### config.mk
export PLATFORM = sky130hd
export DESIGN_NAME = skm_ram
export DESIGN_NICKNAME = d
export VERILOG_FILES = /design/src/hw/rtl/skm_ram.sv
export SDC_FILE = /design/constraint.sdc
export NUM_CORES = 1
export LEC_CHECK = 0
export ABC_CLOCK_PERIOD_IN_PS = 1900
export BUFFER_PORTS_ARGS = -buffer_cell sky130_fd_sc_hd__buf_2
export CORE_MARGIN = 4
export CORE_UTILIZATION = 54
export DETAILED_ROUTE_END_ITERATION = 10
export HOLD_SLACK_MARGIN = 0.05
export PLACE_DENSITY = 0.71
export SKIP_CTS_REPAIR_TIMING = 1
export SYNTH_ARGS = -nofsm -noshare
export SYNTH_HDL_FRONTEND = slang
export SYNTH_SLANG_ARGS = --single-unit
export TNS_END_PERCENT = 50
### constraint.sdc
create_clock -name clock -period 1.9 [get_ports clock]
set_input_delay 0.38 -clock clock [delete_from_list [all_inputs] [get_ports clock]]
set_output_delay 0.38 -clock clock [all_outputs]
set_load 0.05 [all_outputs]
### src/hw/rtl/skm_ram.sv
// ----------------------------------------------------------------------------
// skm_ram: simple dual-port RAM
// One write port, one read port with registered read data.
// ----------------------------------------------------------------------------
module skm_ram #(
   parameter int WIDTH = 8,
   parameter int DEPTH = 16,
   parameter int AW    = 4
) (
   input  logic             clock,
   input  logic             wr_en,
   input  logic [AW-1:0]    wr_addr,
   input  logic [WIDTH-1:0] wr_data,
   input  logic             rd_en,
   input  logic [AW-1:0]    rd_addr,
   output logic [WIDTH-1:0] rd_data
);

   logic [WIDTH-1:0] mem_ff [DEPTH];
   logic [WIDTH-1:0] rd_data_ff;

   always_ff @(posedge clock) begin
      if (wr_en) begin
         mem_ff[wr_addr] <= wr_data;
      end
      if (rd_en) begin
         rd_data_ff <= mem_ff[rd_addr];
      end
   end

   assign rd_data = rd_data_ff;

endmodule

### Yosys cells after proc, flatten, opt, wreduce, memory -nomap -nowiden

Memories as Yosys holds them, arrays and structs flattened. A register that Yosys moved wholly into a read port is not among the register bits.
Cells that the tools add are included.

* muxes and demuxes: 2

Operators with widths (count)
* 1-bit two-way mux: 2

* bits in registers: 0
* RAM bits: 128
* input port bits: 19
* output and inout bits: 8
* logic and storage cells: 3
* memories kept: 1

Memory list
* mem_ff: words 16, bits a word 8, read ports 1, clocked after Yosys merged registers in 1, write ports 1, line 19 `logic [WIDTH-1:0] mem_ff [DEPTH];`

### Depth between registers and ports, before layout

* word-level depth: 2
* mapped depth: 5
* gate-level depth less buffers: 3

### Worst setup path after synthesis

Ideal clock, no wire load.

* kind: input-to-reg
* start point: input wr_addr[2]
* end point: memory mem_ff[0][0] (enable)
* library setup time: 383 ps
* data arrival time: 1490 ps
* required time: 1517 ps
* setup slack: 27 ps
* stages: 2
* path buffers: 0
* cell sequence: or3b_2 > nor3_1

RTL lines
* start, declared: line 12 `input logic [AW-1:0] wr_addr,`
* end, declared: line 19

Straight into the memory's write port.

==> results.yml <==
run_status:
  status: "finished, final reports clean"
finish:
  diodes: 0
  syn2layout_area_growth_pct: 19.8
  fin_util: 0.672
  fill_cells: 584
  final_cells: 433
  drive_gt1_frac: 0.332
  layout.nets: 311
clock_network:
  clockRootBuffer: "clkbuf_8"
  cts_tree: "yes"
  cts.clk_slew.worst_paths_ns: 0.06
  clock_latency_ns: 0.52
  cts_sinks: 136
  cts_made_buffers: 17
  htreeDepth: 4
  clk_path_buf_depth: 2
drt:
  wl_met2_um: 5110
  wl_per_cell_um: 24.3
  routed_wl_um: 10500
  met1Wirelength_um: 4310
  drtIter0Drc: 234
  met3WireLength_um: 1030
  highest_layer: "met4"
  drc: 0
  drt-pass1-iter-count: 5
  drtAntennaViolNets: 0
  via_count: 2499
  viasPerCell: 5.77
global_route:
  grt_pass1_wl_um: 16300
  antenna_found_initial: 0
  grt_pass1_vias: 2714
  grt_use_total: 0.209
  overflow: 0
  grt_max_degree: 22
power_and_ir_drop:
  intPower_uw: 5630
  pwr-share-seq: 0.483
  comb_power_share: 0.053
  vdd.ir_drop.worst_mv: 0.607
  p_total_uw: 7030
  power_density_nw_per_um2: 1120
  clkPwrFrac: 0.464
  p_leak_uw: 0.00215
  p_switching_uw: 1400
  sw_frac_of_total: 0.199
logic_synthesis:
  ys_types: 18
  ys_seq_area_frac: 0.781
  postSynthAreaPerCell_um2: 22.8
  synth_nets: 248
  synth_area_um2: 5230
  syn_inst: 229
  yosys_warnings: 0
  yosys_register_bits: 136
  synth_top_area_frac: 0.781
  yosys.area.top_type: "edfxtp_1"
  ys_top_cells_by_area: "edfxtp_1, mux4_2, mux4_1"
sta:
  timing.final.crit_share: 0.855
  relSlewSlack: 0.674
  drv_slew: 0
  hold_viol_final: 0
  rsz0062_at_grt: "no"
  finClkSkew_ns: 0.0152
  min_period_ns: 1.63
  max_freq_mhz: 615
  setup_viol: 0
  setup_ws_ns: 0.275
  worst_pin_slew_ns: 0.489
worst_setup_path:
  crit_path_max_incr_delay_ns: 0.51
  crit_path_top_delay_cell: "mux4_1"
  ff2ff_setup_slack_ns: 0.27
  cp.required_ns: 2.16
  crit_fanout: 1
  cp-start-kind: "flop"
  reg2reg_depth: 4
  rr_startpoint: "mem_ff[1][5]"
  path_cells: "mux4_1, a22oi_1, buf_4, nand2_1"
  critPathCaptureType: "flop"
  critical_path_class: "reg -> reg"
  cp.arrival_ns: 1.88
  regToRegEndpoint: "rd_data[5]"
placed_design:
  io_buffers: 26
  dpl.hpwl_um: 6470
  place_congestion: 0.725
  placed_cells: 402
  pre_cts_ws_ns: -0.125
die:
  die_y_um: 106
  start_util: 0.560
  pin_count: 27
  die_x_um: 106
  core-area_um2: 9330
  dieArea_um2: 11300
  rows: 35
min_path:
  hold_start: "wr_data[2]"
  hp-class: "in -> reg"
  hold_path_end: "mem_ff[14][2]"
  min_path_cells: 1
job:
  cap_violations: 0
area by class of cell:
class	count	area [um^2]	share of cell area
Timing Repair Buffer	54	365	0.0583
Clock inverter	14	183	0.0292
Tap cell	129	161	0.0258
Sequential cell	136	4080	0.652
Multi-Input combinational cell	83	1060	0.169
Clock buffer	17	414	0.0661
flip-flops by register name, indices dropped and copies added (netlist names):
signal	cells
mem_ff	128
rd_data	8
kinds of logic after synthesis:
family	share of synthesized area
AO/OA/AOI/OAI	0.0230
AND/OR/NAND/NOR	0.0314
multiplexers	0.148
flip-flops	0.781
buffers and inverters	0.0165
metal layers:
layer	global-route usage	vias up
li1	-	1105
met2	0.312	112
met3	0.0474	6
met4	0.0888	0
met5	0	-
met1	0.300	1276
power groups by stage:
stage | registers [uW] | logic (uW) | clock network (uW)
after global routing | 3400 | 403 | 3450
final | 3400 | 372 | 3260
after CTS | 3400 | 378 | 3290
after global placement | 3460 | 366 | 0
after detailed placement | 3460 | 374 | 0
after floorplan | 3510 | 171 | 0
critical path, delay by kind of cell (launching register included):
family,cells,cell delay [ns]
compound gates,1,0.26
simple gates,1,0.05
buf+inv,1,0.17
mux,1,0.51
flops,1,0.37
through the flow:
stage | TNS, ns | hold slack [ns] | area [um^2]
3_3_place_gp | -0.171 | 0.725 | 5670
4_1_cts | 0 | 0.222 | 6260
3_5_place_dp | -0.367 | 0.737 | 5670
6_report | 0 | 0.241 | 6260
2_1_floorplan | 0 | 0.479 | 5230
5_1_grt | 0 | 0.223 | 6260
cell usage after synthesis, drive strengths merged:
| library cell | count |
|---|---|
| a22oi | 16 |
| and2 | 1 |
| nand2 | 9 |
| nand3 | 1 |
| nor2 | 13 |
| and2b | 1 |
| clkdlybuf4s25 | 3 |
| edfxtp | 136 |
| buf | 7 |
| nor3 | 4 |
| nand3b | 2 |
| nand2b | 2 |
| or3b | 1 |
| nor2b | 1 |
| mux4 | 32 |
worst max path at each step:
stage                       startpoint      endpoint  depth (start not counted)
final                     mem_ff[1][5]    rd_data[5]                          4
after global routing      mem_ff[1][5]    rd_data[5]                          4
after CTS                 mem_ff[1][5]    rd_data[5]                          4
after detailed placement    rd_addr[0]    rd_data[5]                          6
after global placement      rd_addr[0]    rd_data[5]                          6
after floorplan             wr_addr[2]  mem_ff[0][0]                          2
layout by cell type, fill, tap and decap left out, types with 3 or more instances in the layout:
master     instances
a22oi_1           16
buf_2             26
mux4_2            18
nand2_1            9
clkinv_4           3
buf_4             26
clkinv_1           3
bufinv_16          4
nor3_1             4
mux4_1            14
clkbuf_16         16
nor2_1            13
edfxtp_1         136
No activity file was read; power rests on OpenSTA's default activity.
